==> src/design/scfw_ram.sv <==
module scfw_ram #(
   parameter int WIDTH = 8,
   parameter int DEPTH = 256,
   localparam int ADDR_W = $clog2(DEPTH)
) (
   input  logic              clock,
   input  logic              wr_en,
   input  logic [ADDR_W-1:0] wr_addr,
   input  logic [WIDTH-1:0]  wr_data,
   input  logic              rd_en,
   input  logic [ADDR_W-1:0] rd_addr,
   output logic [WIDTH-1:0]  rd_data
);

   logic [WIDTH-1:0] mem_ff [DEPTH];
   logic [WIDTH-1:0] rd_data_ff;

   // one write port, one registered read port
   always_ff @(posedge clock) begin
      if (wr_en) begin
         mem_ff[wr_addr] <= wr_data;
      end
      if (rd_en) begin
         rd_data_ff <= mem_ff[rd_addr];
      end
   end

   assign rd_data = rd_data_ff;

endmodule

==> config.mk <==
export PLATFORM = sky130hd
export DESIGN_NAME = scfw_ram
export DESIGN_NICKNAME = d
export VERILOG_FILES = /design/src/design/scfw_ram.sv
export SDC_FILE = /design/constraint.sdc
export NUM_CORES = 2
export LEC_CHECK = 0
export BUFFER_PORTS_ARGS = -buffer_cell sky130_fd_sc_hd__buf_2
export CORE_ASPECT_RATIO = 2
export CORE_MARGIN = 2
export CORE_UTILIZATION = 40
export DETAILED_ROUTE_END_ITERATION = 6
export SLEW_MARGIN = 20
export SYNTH_ARGS = -nofsm -noshare
export SYNTH_HDL_FRONTEND = slang
export SYNTH_SLANG_ARGS = --single-unit
==> constraint.sdc <==
create_clock -name clock -period 2.9 [get_ports clock]
set_input_delay 0.58 -clock clock [delete_from_list [all_inputs] [get_ports clock]]
set_output_delay 0.58 -clock clock [all_outputs]
set_load 0.01 [all_outputs]
# Word level (Yosys, flattened, before mapping)
# Memory sizes are Yosys's and may differ from the RTL's. A register that Yosys moved wholly into a read port is not among the register bits.
# Index checks and enable logic that the tools add are counted.
[word_totals]
ff_bits = 0
mem_bits_rw = 2048
elab_cells = 3
n_memories = 1
[op_classes]
muxes = 2
[memory_table]
columns = ["name", "words", "width", "read_ports", "rd_clocked_by_memory_dff", "write_ports", "line_no", "text"]
rows = [
  ["mem_ff", 256, 8, 1, 1, 1, "15", "logic [WIDTH-1:0] mem_ff [DEPTH];"],
]
[op_table]
columns = ["cell", "n"]
rows = [
  ["2-to-1 mux 1 bit", 2],
]

# Depth between registers and ports, before layout
[depth]
word_depth = 2
depth_mapped = 11

# Least setup slack after synthesis
# OpenSTA, ideal clock, no wires.
[synth_path]
kind = "input -> register"
start = "input rd_addr[0]"
end = "register rd_data_ff[2], in the netlist rd_data[2] (read register of mem_ff), data pin"
setup_ps = 269
arrival_time_ps = 2387
required_time_ps = 2631
setup_slack_ps = 244
cell_stages = 9
path_cell_list = "buf_6 -> buf_12 -> buf_8 -> buf_2 -> mux4_2 -> a22oi_1 -> a21oi_1 -> nor4_1 -> nor4_2"
[synth_rtl]
columns = ["item", "line_no", "text"]
rows = [
  ["start, declared", "11", "input logic [ADDR_W-1:0] rd_addr,"],
  ["end, declared", "16", "logic [WIDTH-1:0] rd_data_ff;"],
]

==> impl_metrics.csv <==
group,metric,value,unit
status,status,"completed",
synthesis,synth_fp_nets,3760,
drt,viasPerCell,5.71,
drt,vias,40600,
drt,routedWlPerCell,30.9,um
die,die_x,320,um
timing,fin_worst_skew,0.0404,ns
grt,grt_use_met3,2.59,%
grt,grtUsageTotal,21.6,%
cells_and_area,nets,4456,
die,std_cell_rows,231,
synthesis,yosys.area_share.simple,2.63,%
timing,slew_headroom,44.6,%
worst_setup_path,critical_path_class,"in -> reg",
cells_and_area,syn2layout_area_growth,17.6,%
die,core_area,198000,um2
synthesis,avgSynthCellArea,21.3,um2
timing,fin_crit,2.78,ns
drt,ant_nets,0,
synthesis,synth_top_area_share,77.5,%
synthesis,ys_ff_latch,2056,
drt,dr.first_iter.drc_count,3506,
grt,antenna_found_initial,15,
die,pin_count,35,
placement,place_inst,6814,
worst_setup_path,path_cells,"buf_8, buf_12, buf_4, buf_4, mux4_2, o21ai_0, a2111oi_2, buf_4, nor3_4, buf_4, nor4_2",
placement,io_buffers,34,
timing,drv_slew,0,
grt,grt_max_degree,109,
grt,grt_pass1_wl,311000,um
synthesis,synth_compound_gate_area_share,3.42,%
clock_network,cts_tree,"yes",
timing,setup_viol,0,
die,die_h,635,um
clock_network,cts_buffer_depth,4,
clock_network,clock_sinks,2056,
timing,timing.setup.tns,0,ns
synthesis,syn_inst,3733,
timing,rsz0062_at_grt,"false",
clock_network,numCtsBuffers,176,
timing,fmax,0.360,GHz
power_and_ir_drop,vdd_ir_drop_max,0.752,mV
synthesis,synthAdderAreaFrac,0,%
grt,grt_pass1_vias,42600,
timing,hold_viol,0,
clock_network,htree_levels,4,
worst_setup_path,cpMaxStageDelayCell,"mux4_2",
placement,post-place-ws,-1.35,ns
power_and_ir_drop,power.total,59.3,mW
synthesis,yosysUniqueCellTypes,54,
drt,remaining_drc_errors,0,
cells_and_area,layout-drive-gt1-share,32.5,%
cells_and_area,fin_util,47.3,%
grt,use_met1,21.9,%
synthesis,synth_area,79600,um2
worst_setup_path,endpoint_kind,"flop",
worst_setup_path,start_kind,"input pin",
grt,busiest_layer,"met2",
clock_network,clk_pin_slew,0.07,ns
synthesis,ys_top_cells_by_area,"edfxtp_1 (78%), mux4_2 (13%), mux2i_1 (1.7%)",
power_and_ir_drop,power_density,633,nW/um2
cells_and_area,instances_no_fill,7122,
clock_network,worstSkewPairLatency,0.85,ns
worst_setup_path,arrival,3.36,ns
worst_setup_path,critPathMaxStageDelay,0.50,ns
synthesis,ys_dominant_reg_cell,"edfxtp_1",
worst_setup_path,crit_fanout,19,
clock_network,ctsHoldBuffers,0,
clock_network,cts-root-buf,"clkbuf_16",
synthesis,yosysMostFrequentCell,"edfxtp_1",
drt,first_pass_iters,5,
synthesis,synth-seq-area-share,77.5,%
drt,routed_wl,220000,um
synthesis,async_reset_ff_share,0,%
placement,hpwl,154000,um
worst_hold_path,hold_class,"in -> reg",
synthesis,ys_top_cells_by_count,"edfxtp_1 (2,056), mux4_2 (454), nor2_1 (282)",
grt,met2_usage,41.5,%
grt,grt_overflow_total,0,
timing,final.period_utilization,95.7,%
synthesis,synth-xor-area-share,0,%
placement,place.gp.congestion,0.908,
worst_setup_path,crit_top_cell,"buf_4",
power_and_ir_drop,leakage,30.1,nW
synthesis,synth_edf_count,2056,
synthesis,synth_top_family_by_area,"multiplexers",
synthesis,ys_warn_count,0,
synthesis,synthMuxAreaShare,14.6,%
synthesis,yosys.area.top_type,"edfxtp_1",
die,die_area,203000,um2
timing,tightestPinTransition,0.810,ns
run,max_cap_viol_count,0,
die,start_util,40.2,%
timing,setup_ws,0.125,ns
worst_setup_path,worstPathRequired,3.49,ns
==> kinds of logic (layout without fill, tap and decap cells) <==
logic type             Yosys count  count (layout)
buffers and inverters          235            1056
other                            0               5
flip-flops                    2056            2056
multiplexers                   591             591
AND/OR/NAND/NOR                466             466
AO/OA/AOI/OAI                  385             385
==> metrics by stage <==
step                      hold WS, ns  cell area [um2]
after CTS                     0.00682            93600
after global placement          0.884            88200
after floorplan                 0.679            79600
after detailed placement        0.890            88200
final                          0.0417            93700
after global routing           0.0298            93700
==> worst max-delay path, delay by kind of cell <==
| family | cells | cell delay [ns] |
|---|---|---|
| AND/OR/NAND/NOR | 2 | 0.36 |
| multiplexers | 1 | 0.50 |
| AO/OA/AOI/OAI | 2 | 0.59 |
| buffers and inverters | 6 | 1.27 |
==> flip-flops by register name, summed over array words and instances, names as in the netlist <==
register  cells
rd_data       8
mem_ff     2048
==> where the power goes <==
part           total, mW  internal (mW)  switching, mW
clock               22.9           12.5           10.4
sequential          32.8           32.7         0.0391
combinational       3.60           1.43           2.17
total               59.3           46.7           12.6
==> timing repair <==
item                                    CTS  global route
resized for setup                         5             2
buffers inserted                          0             0
pin swaps                                 0             0
endpoints found under the setup margin    3             2
==> layout make-up <==
class                   count  area (um2)
flip-flops and latches   2056       61700
multi-input cells        1442       16600
inverters                   2        7.51
clock buffers             210        4570
well taps                2563        3210
fillers                 16100      104000
clock inverters            93         828
diodes                      5        12.5
repair buffers            751        6680
==> path summary, 6_finish.rpt <==
path,startpoint,endpoint,slack (ns),cells past startpoint
max,rd_addr[0],rd_data[0]$_DFFE_PP_,0.12,11
min,wr_data[3],mem_ff[219][3]$_DFFE_PP_,0.04,1
max reg2reg,mem_ff[130][2]$_DFFE_PP_,rd_data[2]$_DFFE_PP_,0.15,8
min reg2reg,mem_ff[254][6]$_DFFE_PP_,rd_data[6]$_DFFE_PP_,1.25,6
==> cell usage in the layout, fill, tap and decap left out, drive strengths merged, types with 6 or more instances in the layout <==
master / Yosys / routed
a211oi: 16 / 16
a21oi: 96 / 96
a221oi: 14 / 14
a22o: 8 / 8
a22oi: 133 / 133
and2: 6 / 6
buf: 122 / 749
bufinv: 0 / 14
clkbuf: 111 / 212
clkinv: 1 / 72
edfxtp: 2056 / 2056
mux2i: 134 / 134
mux4: 456 / 456
nand2: 33 / 33
nand2b: 8 / 8
nand3: 34 / 34
nand4: 10 / 10
nor2: 282 / 282
nor2b: 31 / 31
nor3: 22 / 22
nor4: 27 / 27
o211ai: 10 / 10
o21ai: 12 / 12
o221ai: 47 / 47
o22ai: 28 / 28
==> routing by layer <==
metal	vias to the layer above	share of wire, %
li1	17000	-
met1	21700	32
met2	1356	56
met3	532	4.4
met4	6	6.9
met5	-	0.017
No activity file was read; power rests on OpenSTA's default activity.
