`config.mk`:
```
export PLATFORM = sky130hd
export DESIGN_NAME = scfw_quantizer
export DESIGN_NICKNAME = d
export VERILOG_FILES = /design/src/design/scfw_pkg.sv /design/src/design/scfw_quantizer.sv
export SDC_FILE = /design/constraint.sdc
export NUM_CORES = 1
export LEC_CHECK = 0
export BUFFER_PORTS_ARGS = -buffer_cell sky130_fd_sc_hd__buf_2
export CORE_MARGIN = 5
export CORE_UTILIZATION = 25
export DETAILED_ROUTE_END_ITERATION = 10
export GPL_TIMING_DRIVEN = 1
export SLEW_MARGIN = 25
export SYNTH_ARGS = -nofsm -noshare
export SYNTH_HDL_FRONTEND = slang
export SYNTH_SLANG_ARGS = --single-unit
```
`constraint.sdc`:
```
create_clock -name vclk -period 11.6
set_clock_uncertainty 0.05 [all_clocks]
set_input_delay 2.32 -clock vclk [all_inputs]
set_output_delay 2.32 -clock vclk [all_outputs]
set_load 0.05 [all_outputs]
```
`src/design/scfw_pkg.sv`:
```
package scfw_pkg;

   // default store depth in bytes
   localparam int STORE_BYTES_DEF = 262144;

   // field widths
   localparam int CMD_W      = 2;
   localparam int X_W        = 10;
   localparam int Y_W        = 9;
   localparam int COLOR_W    = 8;
   localparam int IDX_W      = 18;
   localparam int CODE_W     = 3;
   localparam int BYTE_W     = 8;
   localparam int WIDTH_W    = 11;
   localparam int HEIGHT_W   = 10;
   localparam int PROD_W     = Y_W + WIDTH_W;
   localparam int PIX_W      = PROD_W + 1;
   localparam int REQ_DATA_W = 64;
   localparam int RSP_DATA_W = 16;
   localparam int CSR_ADDR_W = 1;
   localparam int CSR_DATA_W = 11;

   // register indexes and reset values
   localparam logic [CSR_ADDR_W-1:0] CSR_PANEL_WIDTH  = 1'b0;
   localparam logic [CSR_ADDR_W-1:0] CSR_PANEL_HEIGHT = 1'b1;
   localparam logic [WIDTH_W-1:0]    WIDTH_RESET      = 11'd600;
   localparam logic [HEIGHT_W-1:0]   HEIGHT_RESET     = 10'd448;

   // quantizer thresholds
   localparam logic [COLOR_W-1:0] GRAY_SPREAD  = 8'd50;
   localparam logic [9:0]         LUMA_SPLIT   = 10'd382;
   localparam logic [COLOR_W-1:0] ON_LEVEL     = 8'd128;
   localparam logic [COLOR_W-1:0] YELLOW_LEVEL = 8'd170;
   localparam logic [COLOR_W-1:0] ORANGE_LEVEL = 8'd85;

   // palette codes
   localparam logic [CODE_W-1:0] CODE_BLACK  = 3'd0;
   localparam logic [CODE_W-1:0] CODE_WHITE  = 3'd1;
   localparam logic [CODE_W-1:0] CODE_GREEN  = 3'd2;
   localparam logic [CODE_W-1:0] CODE_BLUE   = 3'd3;
   localparam logic [CODE_W-1:0] CODE_RED    = 3'd4;
   localparam logic [CODE_W-1:0] CODE_YELLOW = 3'd5;
   localparam logic [CODE_W-1:0] CODE_ORANGE = 3'd6;

   // nibble masks
   localparam logic [BYTE_W-1:0] HIGH_NIBBLE = 8'hF0;
   localparam logic [BYTE_W-1:0] LOW_NIBBLE  = 8'h0F;

   typedef enum logic [CMD_W-1:0] {
      CMD_DRAW = 2'd0,
      CMD_FILL = 2'd1,
      CMD_READ = 2'd2,
      CMD_NOP  = 2'd3
   } cmd_type;

   typedef enum logic [2:0] {
      ST_IDLE,
      ST_CALC,
      ST_LOOKUP,
      ST_UPDATE,
      ST_FILL,
      ST_RESP
   } state_type;

endpackage

```
`src/design/scfw_quantizer.sv`:
```
module scfw_quantizer (
   input  logic [scfw_pkg::COLOR_W-1:0] red,
   input  logic [scfw_pkg::COLOR_W-1:0] green,
   input  logic [scfw_pkg::COLOR_W-1:0] blue,
   output logic [scfw_pkg::CODE_W-1:0]  color_code
);
   import scfw_pkg::*;

   logic [COLOR_W-1:0] hi;
   logic [COLOR_W-1:0] lo;
   logic [COLOR_W-1:0] spread;
   logic [9:0]         luma;
   logic               red_on;
   logic               green_on;
   logic               blue_on;

   // extremes and spread of the three components
   always_comb begin
      hi = red;
      lo = red;
      if (green > hi) hi = green;
      if (blue > hi)  hi = blue;
      if (green < lo) lo = green;
      if (blue < lo)  lo = blue;
      spread = hi - lo;
      luma = 10'(red) + 10'(green) + 10'(blue);
   end

   assign red_on   = red > ON_LEVEL;
   assign green_on = green > ON_LEVEL;
   assign blue_on  = blue > ON_LEVEL;

   // gray split by luminance, otherwise cube corner with red range split by green
   always_comb begin
      if (spread < GRAY_SPREAD) begin
         color_code = (luma > LUMA_SPLIT) ? CODE_WHITE : CODE_BLACK;
      end else if (red_on && !blue_on) begin
         if (green > YELLOW_LEVEL)      color_code = CODE_YELLOW;
         else if (green > ORANGE_LEVEL) color_code = CODE_ORANGE;
         else                           color_code = CODE_RED;
      end else if (!red_on && green_on) begin
         color_code = CODE_GREEN;
      end else if (!red_on && !green_on && blue_on) begin
         color_code = CODE_BLUE;
      end else if (red_on && !green_on) begin
         color_code = CODE_RED;
      end else if (red_on) begin
         color_code = CODE_WHITE;
      end else begin
         color_code = CODE_BLACK;
      end
   end

endmodule

```
Yosys cells after proc, flatten, opt, wreduce, memory -nomap -nowiden --
Cells that the tools add are included.
Operators by class: equal/unequal tests 0, add/subtract/negate cells 3, muxes and demuxes 13, shift-type cells 0, $lt $le $gt $ge 11, bitwise gates (word level) 0, div/mod/pow operators 0, $mul 0, reduce and logical (&&, ||, !) cells 8
Operators by type and width (count):
- 8-bit > comparator (second input constant) | 4
- 8-bit 2-to-1 mux | 4
- 8-bit > comparator | 2
- 8-bit < comparator | 2
- 3-bit 2-to-1 mux | 5
- 9-bit by 8-bit adder with 10-bit output | 1
- 10-bit by 9-bit > comparator with 1-bit output (second input constant) | 1
- 8-bit by 8-bit adder with 9-bit output | 1
- 8-bit by 7-bit > comparator with 1-bit output (second input constant) | 1
- 8-bit by 6-bit < comparator with 1-bit output (second input constant) | 1
- 8-bit subtractor | 1
- 1-bit logical AND | 5
- 2-bit 2-to-1 mux | 2
- 1-bit zero test | 3
- 1-bit 2-to-1 mux | 2
Word-level totals: input bits 24, output and inout port bits 3, logic and storage cells 35, register bits after elaboration 0, memories kept 0, bits in writable memories 0, ROM bits 0, bits in latches 0

Depth between registers and ports, before layout --
Gate-level depths: netlist (run 1).
depth in word-level cells 8, depth in mapped cells 29, mapped depth without buffers 27

Worst setup path after synthesis (run 1) --
OpenSTA, ideal clock, no wires.
path type input port to output port, start point in red[1] (netlist bit), end point out color_code[0] (netlist bit), arrival 8.071 ns, data required time 9.230 ns, buffers on the path 3, stages on the path 27, setup slack 1.159 ns, cells stage by stage inv_1 > ha_1 > nor2b_2 > o211ai_1 > a21o_1 > and2_1 > buf_6 > clkbuf_1 > nor2_1 > a21oi_1 > ha_1 > a21oi_1 > o21ai_0 > or3_1 > a211oi_1 > a311oi_4 > clkbuf_1 > nand2_1 > o21ai_0 > ha_1 > a21o_1 > a21o_1 > a211o_1 > o22ai_1 > xnor2_1 > o2111a_1 > mux2i_1
On the way: cells in the longest elaborated chain, start to end 8, elaborated cells on any way between the ends 27, those cells by class add/sub (3); order compare (7); mux (11); reduce/logical (6)
RTL lines:
- start, declared | RTL line scfw_quantizer.sv:2 | input logic [scfw_pkg::COLOR_W-1:0] red,
- branches (longest 7 deep; another with 8-bit > comparator)
- 3-bit 2-to-1 mux (*) | RTL line scfw_quantizer.sv:35 | if (spread < GRAY_SPREAD) begin
- end, declared | RTL line scfw_quantizer.sv:5 | output logic [scfw_pkg::CODE_W-1:0] color_code
Mark *: on every way between the ends.

Worst setup path in the final report (run 1) --
Same ends and word-level chain as after synthesis.

==> results of run 1 <==
[worst paths after layout]
path | startpoint | end | cells past startpoint
setup / recovery | red[1] | color_code[0] | 28
hold / removal | red[7] | color_code[2] | 4
[area by class of cell]
| type | instances | area (um^2) | share of cell area [%] |
|---|---|---|---|
| inverter | 25 | 93.8 | 4.13 |
| multi-input combinational | 249 | 1910 | 84.0 |
| tap | 102 | 128 | 5.62 |
| timing repair buffer | 28 | 143 | 6.28 |
[cell families after synthesis]
| family | synth area share, % |
|---|---|
| fa+ha+maj | 32.3 |
| compound gates | 34.1 |
| simple gates | 21.4 |
| xor+xnor | 3.04 |
| mux | 3.47 |
| buf+inv | 5.77 |
[placed cells by master, fill, tap and decap left out, types with 4 or more instances in the layout]
cell      netlist  final
nor3_1          6      6
a211oi_1        8      8
mux2i_1         7      7
fa_1           10     10
nand2_1        13     13
xor2_1          4      4
inv_1          25     25
nor2_1         28     28
a21oi_1        33     33
nand2b_1        5      5
nand4_1         7      7
nor2b_1         7      7
a21o_1         12     12
buf_2           0     27
o21ai_0        28     28
ha_1           36     36
[metal layers]
metal	vias up	share of wire [%]	GRT usage [%]
met2	45	46	19.7
met1	977	49	17.0
met4	0	0.52	1.68
met3	4	4.9	1.18
met5	-	0	0
li1	1083	-	-
[stage by stage]
stage	hold slack, ps	setup slack [ps]
4_1_cts	5150	915
6_report	5070	922
3_3_place_gp	5140	1120
3_5_place_dp	5140	947
5_1_grt	5100	293
2_1_floorplan	4910	1160
[power groups by stage]
stage	logic, mW	clock network (mW)	registers (mW)
after floorplan	0.206	0	0
after global placement	0.262	0	0
after detailed placement	0.264	0	0
after CTS	0.266	0	0
after global routing	0.298	0	0
final	0.267	0	0
[critical path, delay by kind of cell]
kind	cells	cell delay, ps
AO/OA/AOI/OAI	13	3100
XOR/XNOR	1	140
adder cells (fa/ha/maj)	3	950
buffers and inverters	4	570
multiplexers	1	200
AND/OR/NAND/NOR	6	1030
==> impl_metrics.prom, run 1 <==
# TYPE chip_impl_metric gauge
chip_impl_info{name="ys_top_cells_by_area",value="ha_1, fa_1, a21oi_1"} 1
chip_impl_metric{name="power-per-cell-area",unit="mW/mm^2"} 117
chip_impl_metric{name="sequential_cell_count_of_the_final_layout",unit=""} 0
chip_impl_metric{name="fmax",unit="MHz"} 93.7
chip_impl_metric{name="holdBufCountCts",unit=""} 0
chip_impl_metric{name="route.vias.total",unit=""} 2109
chip_impl_metric{name="drv.max_cap_violation_count",unit=""} 0
chip_impl_metric{name="final.fill_count",unit=""} 869
chip_impl_metric{name="final_min_period_over_clock_period",unit="%"} 92.1
chip_impl_metric{name="dp_cells",unit=""} 404
chip_impl_metric{name="timing.slew.headroom",unit="%"} 25.6
chip_impl_metric{name="top_level_ports",unit=""} 27
chip_impl_metric{name="gp_congestion",unit=""} 0.916
chip_impl_info{name="timing.hold.worst.class",value="input port to output pin"} 1
chip_impl_metric{name="setup_total_negative_slack",unit="ps"} 0
chip_impl_metric{name="final_core_util",unit="%"} 29.1
chip_impl_metric{name="cts-resized-gates",unit=""} 0
chip_impl_metric{name="die_y",unit="um"} 99.8
chip_impl_metric{name="gr-total-overflow",unit=""} 0
chip_impl_metric{name="seq_area_frac_synth",unit="%"} 0
chip_impl_metric{name="synth_top_area_share",unit="%"} 22.3
chip_impl_metric{name="std_cell_rows",unit=""} 32
chip_impl_metric{name="detail_route.drc_violations",unit=""} 0
chip_impl_metric{name="post-cts-setup-buffer-count",unit=""} 0
chip_impl_metric{name="power_switching_share",unit="%"} 60.0
chip_impl_info{name="synth.top_cells.by_count",value="ha_1, a21oi_1, nor2_1, o21ai_0, inv_1"} 1
chip_impl_metric{name="grt_start_max_net_pins",unit=""} 17
chip_impl_metric{name="critPathMaxFanout",unit=""} 16
chip_impl_metric{name="grt_pass1_wl",unit="um"} 10000
chip_impl_metric{name="post-route-min-period",unit="ps"} 10680
chip_impl_metric{name="clock_buffers",unit=""} 0
chip_impl_metric{name="fin_nets",unit=""} 374
chip_impl_metric{name="switching_power",unit="uW"} 160
chip_impl_metric{name="groute.usage.overall",unit="%"} 11.9
chip_impl_metric{name="slew_violations",unit=""} 0
chip_impl_metric{name="peakVddDrop",unit="uV"} 31.0
chip_impl_metric{name="power_frac_seq",unit="%"} 0
chip_impl_metric{name="max_slew.worst_pin.slew",unit="ps"} 1100
chip_impl_metric{name="crit_required",unit="ps"} 9230
chip_impl_metric{name="yosysWarningCount",unit=""} 0
chip_impl_info{name="synth_most_common_cell",value="ha_1"} 1
chip_impl_metric{name="fraction_of_final_layout_cells_sized_beyond_drive_strength_1",unit="%"} 12.6
chip_impl_info{name="yosysTopAreaCell",value="ha_1"} 1
chip_impl_info{name="worst_setup_ep_type",value="output pin"} 1
chip_impl_metric{name="placed_area",unit="mm^2"} 0.00226
chip_impl_metric{name="hold_viol",unit=""} 0
chip_impl_metric{name="synth_cell_area",unit="mm^2"} 0.00202
chip_impl_metric{name="drt_iter0_markers",unit=""} 134
chip_impl_metric{name="cellLeakagePower",unit="nW"} 1.07
chip_impl_metric{name="firstDrtPassIters",unit=""} 5
chip_impl_metric{name="final_area",unit="mm^2"} 0.00227
chip_impl_metric{name="ff_latch_area",unit="um^2"} 0
chip_impl_info{name="setup.worst_path.start_class",value="input port"} 1
chip_impl_metric{name="fin_total_pwr",unit="uW"} 267
chip_impl_info{name="slowest_stage",value="a311oi_4"} 1
chip_impl_metric{name="die_area",unit="mm^2"} 0.00996
chip_impl_metric{name="place.port_buffers",unit=""} 27
chip_impl_metric{name="postSynthCellCount",unit=""} 278
chip_impl_metric{name="start_util",unit="%"} 25.8
chip_impl_metric{name="antenna_violations_before_repair",unit=""} 0
chip_impl_metric{name="syn2layout_area_growth",unit="%"} 12.7
chip_impl_metric{name="synth_cell_type_count",unit=""} 45
chip_impl_metric{name="avgViaCountPerCell",unit=""} 5.22
chip_impl_metric{name="dp_hpwl",unit="um"} 5080
chip_impl_metric{name="synthesis.area_per_instance",unit="um^2"} 7.26
chip_impl_metric{name="die_w",unit="um"} 99.8
chip_impl_metric{name="route.antenna.remaining_nets",unit=""} 0
chip_impl_metric{name="worst-endpoint-arrival",unit="ps"} 8310
chip_impl_info{name="rsz_0062_raised_after_global_routing",value="no"} 1
chip_impl_metric{name="critical_path.max_stage_delay",unit="ps"} 620
chip_impl_metric{name="final_non_filler_cell_total",unit=""} 404
chip_impl_metric{name="power_report.internal_total",unit="uW"} 107
chip_impl_info{name="crit_type",value="input port to output pin"} 1
chip_impl_metric{name="drt-total-wl",unit="um"} 5960
chip_impl_info{name="cell_repeated_most_along_the_worst_path",value="a21oi_1"} 1
chip_impl_metric{name="fp.coreArea",unit="mm^2"} 0.00781
chip_impl_metric{name="wire_per_inst",unit="um"} 14.8
chip_impl_metric{name="postSynthNetCount",unit=""} 348
chip_impl_metric{name="comb_power_share",unit="%"} 100.0
chip_impl_info{name="run_status",value="complete, no violations"} 1
chip_impl_metric{name="finalSetupViolCount",unit=""} 0
chip_impl_metric{name="antenna_cells",unit=""} 0
chip_impl_metric{name="first_global_vias",unit=""} 2081
chip_impl_metric{name="clock_power_share",unit="%"} 0
Note: power is estimated with default switching activity, not from simulation.
==> run 2, diff against run 1 <==
--- a/config.mk
+++ b/config.mk
@@ -7,9 +7,11 @@
 export LEC_CHECK = 0
 export BUFFER_PORTS_ARGS = -buffer_cell sky130_fd_sc_hd__buf_2
 export CORE_MARGIN = 5
-export CORE_UTILIZATION = 25
+export CORE_UTILIZATION = 62
 export DETAILED_ROUTE_END_ITERATION = 10
 export GPL_TIMING_DRIVEN = 1
+export PLACE_DENSITY = 0.85
+export SETUP_SLACK_MARGIN = 0.1
 export SLEW_MARGIN = 25
 export SYNTH_ARGS = -nofsm -noshare
 export SYNTH_HDL_FRONTEND = slang
==> impl_metrics.prom, run 2 (same netlist as run 1, synthesis figures left out) <==
# TYPE chip_impl_metric gauge
chip_impl_metric{name="post-route-min-period",unit="ps"} 10680
chip_impl_metric{name="wire_per_inst",unit="um"} 15.3
chip_impl_metric{name="critPathBufInv",unit=""} 4
chip_impl_metric{name="ff_latch_area",unit="um^2"} 0
chip_impl_metric{name="cellLeakagePower",unit="nW"} 1.07
chip_impl_metric{name="die_y",unit="um"} 67.0
chip_impl_metric{name="drt_iter0_markers",unit=""} 163
chip_impl_metric{name="power-per-cell-area",unit="mW/mm^2"} 121
chip_impl_metric{name="fraction_of_final_layout_cells_sized_beyond_drive_strength_1",unit="%"} 12.3
chip_impl_metric{name="detail_route.drc_violations",unit=""} 0
chip_impl_metric{name="antenna_cells",unit=""} 0
chip_impl_metric{name="final_min_period_over_clock_period",unit="%"} 92.1
chip_impl_metric{name="comb_power_share",unit="%"} 100.0
chip_impl_metric{name="drt-total-wl",unit="um"} 5310
chip_impl_metric{name="place_ws",unit="ps"} 946
chip_impl_metric{name="place.port_buffers",unit=""} 27
chip_impl_metric{name="critical_path.max_stage_delay",unit="ps"} 650
chip_impl_metric{name="avgViaCountPerCell",unit=""} 6.17
chip_impl_metric{name="grt_pass1_wl",unit="um"} 9290
chip_impl_metric{name="syn2layout_area_growth",unit="%"} 8.68
chip_impl_metric{name="fin_total_pwr",unit="uW"} 265
chip_impl_info{name="timing.hold.worst.class",value="input port to output pin"} 1
chip_impl_metric{name="die_area",unit="mm^2"} 0.00449
chip_impl_metric{name="route.vias.total",unit=""} 2136
chip_impl_info{name="crit_type",value="input port to output pin"} 1
chip_impl_metric{name="hold_viol",unit=""} 0
chip_impl_metric{name="groute.usage.overall",unit="%"} 25.8
chip_impl_metric{name="top_level_ports",unit=""} 27
chip_impl_metric{name="power_frac_seq",unit="%"} 0
chip_impl_metric{name="power_switching_share",unit="%"} 59.6
chip_impl_metric{name="gp_congestion",unit=""} 0.952
chip_impl_metric{name="holdBufCountCts",unit=""} 0
chip_impl_info{name="run_status",value="complete, no violations"} 1
chip_impl_metric{name="fmax",unit="MHz"} 93.6
chip_impl_metric{name="holdWs",unit="ps"} 5150
chip_impl_info{name="worst_path_dominant_cell_family",value="compound AO/OA/AOI/OAI gates"} 1
chip_impl_metric{name="fin_nets",unit=""} 374
chip_impl_info{name="setup.worst_path.start_class",value="input port"} 1
chip_impl_metric{name="dp_hpwl",unit="um"} 4610
chip_impl_metric{name="max_slew.worst_pin.slew",unit="ps"} 1040
chip_impl_metric{name="slew_violations",unit=""} 0
chip_impl_info{name="worst_setup_ep_type",value="output pin"} 1
chip_impl_metric{name="peakVddDrop",unit="uV"} 72.9
chip_impl_metric{name="gr-total-overflow",unit=""} 0
chip_impl_metric{name="start_util",unit="%"} 65.5
chip_impl_metric{name="fp.coreArea",unit="mm^2"} 0.00308
chip_impl_metric{name="min_path_cells",unit=""} 4
chip_impl_info{name="layout_common_cells",value="ha_1, a21oi_1, nor2_1, o21ai_0, buf_2"} 1
chip_impl_metric{name="worst-endpoint-arrival",unit="ps"} 8310
chip_impl_metric{name="critPathMaxFanout",unit=""} 16
chip_impl_info{name="layout.cells.most_common",value="ha_1"} 1
chip_impl_metric{name="firstDrtPassIters",unit=""} 4
chip_impl_info{name="cell_repeated_most_along_the_worst_path",value="a21oi_1"} 1
chip_impl_metric{name="finalSetupViolCount",unit=""} 0
chip_impl_metric{name="die_w",unit="um"} 67.0
chip_impl_metric{name="drv.max_cap_violation_count",unit=""} 0
chip_impl_metric{name="switching_power",unit="uW"} 158
chip_impl_metric{name="route.antenna.remaining_nets",unit=""} 0
chip_impl_info{name="slowest_stage",value="a311oi_4"} 1
chip_impl_metric{name="setup_total_negative_slack",unit="ps"} 0
chip_impl_metric{name="crit_required",unit="ps"} 9230
chip_impl_info{name="rsz_0062_raised_after_global_routing",value="no"} 1
chip_impl_metric{name="post-cts-setup-buffer-count",unit=""} 0
chip_impl_metric{name="clock_buffers",unit=""} 0
chip_impl_metric{name="std_cell_rows",unit=""} 20
chip_impl_metric{name="dp_cells",unit=""} 346
chip_impl_metric{name="clock_power_share",unit="%"} 0
chip_impl_metric{name="sequential_cell_count_of_the_final_layout",unit=""} 0
chip_impl_metric{name="fin_ws",unit="ps"} 920
chip_impl_metric{name="first_global_vias",unit=""} 2078
chip_impl_metric{name="grt_start_max_net_pins",unit=""} 17
chip_impl_metric{name="power_report.internal_total",unit="uW"} 107
chip_impl_metric{name="path_depth",unit=""} 28
chip_impl_metric{name="final.fill_count",unit=""} 292
chip_impl_metric{name="cts-resized-gates",unit=""} 0
chip_impl_metric{name="final_non_filler_cell_total",unit=""} 346
chip_impl_metric{name="antenna_violations_before_repair",unit=""} 0
chip_impl_metric{name="timing.slew.headroom",unit="%"} 30.0
## run 2: cell counts in the layout (fill, tap and decap cells not counted)
No cell type changed its count.
## run 2: metrics by stage
step,utilization (%),area [um^2]
floorplan,-,2020
global placement,71.2,2190
detailed placement,71.2,2190
CTS,71.2,2190
global route,71.2,2190
finish,71.2,2190
## run 2: final timing paths
check | from | endpoint | slack (ps)
worst max-delay path | red[1] | color_code[0] | 920
worst min-delay path | red[7] | color_code[2] | 5150
## run 2: power groups by stage
stage | clock [mW] | sequential, mW | combinational (mW)
floorplan | 0 | 0 | 0.206
global placement | 0 | 0 | 0.257
detailed placement | 0 | 0 | 0.261
CTS | 0 | 0 | 0.263
global route | 0 | 0 | 0.296
finish | 0 | 0 | 0.265
## run 2: cell type report
| cell class | instances | area [um^2] | share of cell area, % |
|---|---|---|---|
| multi-input combinational | 249 | 1900 | 86.7 |
| tap | 44 | 55.1 | 2.51 |
| inverter | 25 | 93.8 | 4.28 |
| timing repair buffer | 28 | 143 | 6.51 |
## run 2: routing by layer
metal  part of all wire (%)  global-route usage [%]  up-vias
met2                     44                    42.1       67
li1                       -                       -     1087
met1                     47                    36.8      972
met5                      0                       0        -
met4                    2.0                    5.06        0
met3                    6.7                    2.19       10
==> run 3, diff against run 2 <==
--- a/config.mk
+++ b/config.mk
@@ -5,10 +5,12 @@
 export SDC_FILE = /design/constraint.sdc
 export NUM_CORES = 1
 export LEC_CHECK = 0
+export ABC_AREA = 1
 export BUFFER_PORTS_ARGS = -buffer_cell sky130_fd_sc_hd__buf_2
 export CORE_MARGIN = 5
 export CORE_UTILIZATION = 62
 export DETAILED_ROUTE_END_ITERATION = 10
+export GPL_ROUTABILITY_DRIVEN = 0
 export GPL_TIMING_DRIVEN = 1
 export PLACE_DENSITY = 0.85
 export SETUP_SLACK_MARGIN = 0.1
==> impl_metrics.prom, run 3 <==
# TYPE chip_impl_metric gauge
chip_impl_metric{name="seq_area_frac_synth",unit="%"} 0
chip_impl_metric{name="avgViaCountPerCell",unit=""} 5.55
chip_impl_metric{name="syn2layout_area_growth",unit="%"} 8.49
chip_impl_metric{name="ff_latch_area",unit="um^2"} 0
chip_impl_metric{name="postSynthCellCount",unit=""} 312
chip_impl_metric{name="finalSetupViolCount",unit=""} 0
chip_impl_metric{name="grt_pass1_wl",unit="um"} 8360
chip_impl_info{name="layout.cells.most_common",value="nand2_1"} 1
chip_impl_metric{name="fin_nets",unit=""} 407
chip_impl_metric{name="critPathMaxFanout",unit=""} 16
chip_impl_metric{name="synth_top_area_share",unit="%"} 23.7
chip_impl_metric{name="power-per-cell-area",unit="mW/mm^2"} 114
chip_impl_info{name="ys_top_cells_by_area",value="ha_1, nand2_1, fa_1"} 1
chip_impl_metric{name="route.antenna.remaining_nets",unit=""} 0
chip_impl_metric{name="dp_hpwl",unit="um"} 4280
chip_impl_metric{name="crit_required",unit="ps"} 9230
chip_impl_metric{name="yosysWarningCount",unit=""} 0
chip_impl_metric{name="power_report.internal_total",unit="uW"} 83.9
chip_impl_info{name="worst_setup_ep_type",value="output pin"} 1
chip_impl_metric{name="fp.coreArea",unit="mm^2"} 0.00300
chip_impl_metric{name="clock_power_share",unit="%"} 0
chip_impl_info{name="setup.worst_path.start_class",value="input port"} 1
chip_impl_metric{name="final_min_period_over_clock_period",unit="%"} 79.8
chip_impl_metric{name="postSynthNetCount",unit=""} 382
chip_impl_metric{name="peakVddDrop",unit="uV"} 47.7
chip_impl_info{name="worst_path_dominant_cell_family",value="compound AO/OA/AOI/OAI gates"} 1
chip_impl_metric{name="max_slew.worst_pin.slew",unit="ps"} 532
chip_impl_metric{name="detail_route.drc_violations",unit=""} 0
chip_impl_metric{name="worst-endpoint-arrival",unit="ps"} 6880
chip_impl_metric{name="cts-resized-gates",unit=""} 0
chip_impl_metric{name="drt-total-wl",unit="um"} 4820
chip_impl_info{name="synth_most_common_cell",value="nand2_1"} 1
chip_impl_metric{name="post-route-min-period",unit="ps"} 9250
chip_impl_metric{name="comb_power_share",unit="%"} 100.0
chip_impl_metric{name="holdBufCountCts",unit=""} 0
chip_impl_metric{name="fmax",unit="MHz"} 108
chip_impl_metric{name="post-cts-setup-buffer-count",unit=""} 0
chip_impl_info{name="layout_common_cells",value="nand2_1, inv_1, ha_1"} 1
chip_impl_metric{name="setup_total_negative_slack",unit="ps"} 0
chip_impl_info{name="run_status",value="complete, no violations"} 1
chip_impl_info{name="synth.top_cells.by_count",value="nand2_1, inv_1, ha_1, o21ai_0, nor2_1"} 1
chip_impl_metric{name="drt_iter0_markers",unit=""} 41
chip_impl_metric{name="std_cell_rows",unit=""} 20
chip_impl_metric{name="critical_path.max_stage_delay",unit="ps"} 430
chip_impl_metric{name="synthesis.area_per_instance",unit="um^2"} 6.10
chip_impl_metric{name="switching_power",unit="uW"} 151
chip_impl_metric{name="die_area",unit="mm^2"} 0.00428
chip_impl_metric{name="synth_cell_type_count",unit=""} 31
chip_impl_metric{name="first_global_vias",unit=""} 1946
chip_impl_info{name="timing.hold.worst.class",value="input port to output pin"} 1
chip_impl_metric{name="timing.slew.headroom",unit="%"} 64.2
chip_impl_metric{name="power_switching_share",unit="%"} 64.4
chip_impl_metric{name="firstDrtPassIters",unit=""} 4
chip_impl_metric{name="power_frac_seq",unit="%"} 0
chip_impl_metric{name="final_core_util",unit="%"} 68.7
chip_impl_metric{name="sequential_cell_count_of_the_final_layout",unit=""} 0
chip_impl_info{name="cell_repeated_most_along_the_worst_path",value="nand2_1"} 1
chip_impl_metric{name="gr-total-overflow",unit=""} 0
chip_impl_metric{name="die_w",unit="um"} 65.4
chip_impl_metric{name="antenna_violations_before_repair",unit=""} 0
chip_impl_metric{name="fraction_of_final_layout_cells_sized_beyond_drive_strength_1",unit="%"} 14.6
chip_impl_metric{name="slew_violations",unit=""} 0
chip_impl_metric{name="route.vias.total",unit=""} 2041
chip_impl_metric{name="critPathBufInv",unit=""} 5
chip_impl_info{name="slowest_stage",value="o21ai_2"} 1
chip_impl_metric{name="top_level_ports",unit=""} 27
chip_impl_metric{name="place.port_buffers",unit=""} 27
chip_impl_metric{name="antenna_cells",unit=""} 0
chip_impl_metric{name="start_util",unit="%"} 63.3
chip_impl_metric{name="grt_start_max_net_pins",unit=""} 17
chip_impl_metric{name="groute.usage.overall",unit="%"} 24.3
chip_impl_metric{name="wire_per_inst",unit="um"} 13.1
chip_impl_info{name="rsz_0062_raised_after_global_routing",value="no"} 1
chip_impl_metric{name="cellLeakagePower",unit="nW"} 1.16
chip_impl_metric{name="synth_cell_area",unit="mm^2"} 0.00190
chip_impl_metric{name="hold_viol",unit=""} 0
chip_impl_info{name="yosysTopAreaCell",value="ha_1"} 1
chip_impl_metric{name="holdWs",unit="ps"} 5300
chip_impl_metric{name="clock_buffers",unit=""} 0
chip_impl_metric{name="die_y",unit="um"} 65.4
chip_impl_metric{name="final.fill_count",unit=""} 275
chip_impl_info{name="crit_type",value="input port to output pin"} 1
chip_impl_metric{name="drv.max_cap_violation_count",unit=""} 0
run 3: cell count changes in the layout (fill, tap and decap cells not counted), moves of 4 or more:
cell | before | now
inv_1 | 25 | 45
a211oi_1 | 8 | 1
a21oi_1 | 33 | 17
nor3_1 | 6 | 2
o21ai_0 | 28 | 32
nor2b_1 | 7 | 0
mux2i_1 | 7 | 0
nand2_1 | 13 | 76
nand2_2 | 0 | 8
nand2b_1 | 5 | 0
nor2_2 | 0 | 4
a21o_1 | 12 | 3
nand4_1 | 7 | 3
nand3_1 | 3 | 12
run 3: tightest hold or removal path, stage by stage:
cell and delay (ps):
buf_2 150, inv_1 60, a21oi_1 80, nand2_1 70
o31ai_1 60, nand2_1 60, nand2_1 40, buf_2 200
run 3: cell families (layout without fill, tap and decap cells):
logic type      after synthesis  after routing  share of synthesized area (%)
xor+xnor                      5              5                           2.30
buf+inv                      51             74                           10.1
simple gates                143            143                           33.9
compound gates               67             67                           19.5
fa+ha+maj                    46             46                           34.2
run 3: power groups by stage:
stage,Sequential [mW],Clock [mW],Combinational (mW)
floorplan,0,0,0.187
global placement,0,0,0.229
detailed placement,0,0,0.235
CTS,0,0,0.236
global route,0,0,0.270
finish,0,0,0.235
run 3: per-layer routing:
metal / GRT usage, % / vias up / part of all wire [%]
met3: 1.71 / 10 / 2.9
met5: 0 / - / 0
li1: - / 1081 / -
met2: 45.6 / 38 / 50
met1: 29.1 / 912 / 44
met4: 7.51 / 0 / 3.2
run 3: cell type report:
| class | instances | area [um^2] | share of cell area [%] |
|---|---|---|---|
| tap | 33 | 41.3 | 2.00 |
| multi-input combinational | 261 | 1710 | 82.9 |
| timing repair buffer | 27 | 135 | 6.55 |
| inverter | 47 | 176 | 8.55 |
run 3: stage by stage:
step | total power [mW] | std cells | worst slack [ps] | cell area, um^2
floorplan | 0.187 | 312 | 2860 | 1900
global placement | 0.229 | 368 | 2480 | 2060
detailed placement | 0.235 | 368 | 2380 | 2060
CTS | 0.236 | 368 | 2370 | 2060
global route | 0.270 | 368 | 1890 | 2060
finish | 0.235 | 368 | 2350 | 2060
run 3: worst paths after layout:
| path | startpoint | endpoint | cells past startpoint |
|---|---|---|---|
| worst max-delay path | red[7] | color_code[0] | 26 |
| worst min-delay path | green[6] | color_code[0] | 8 |
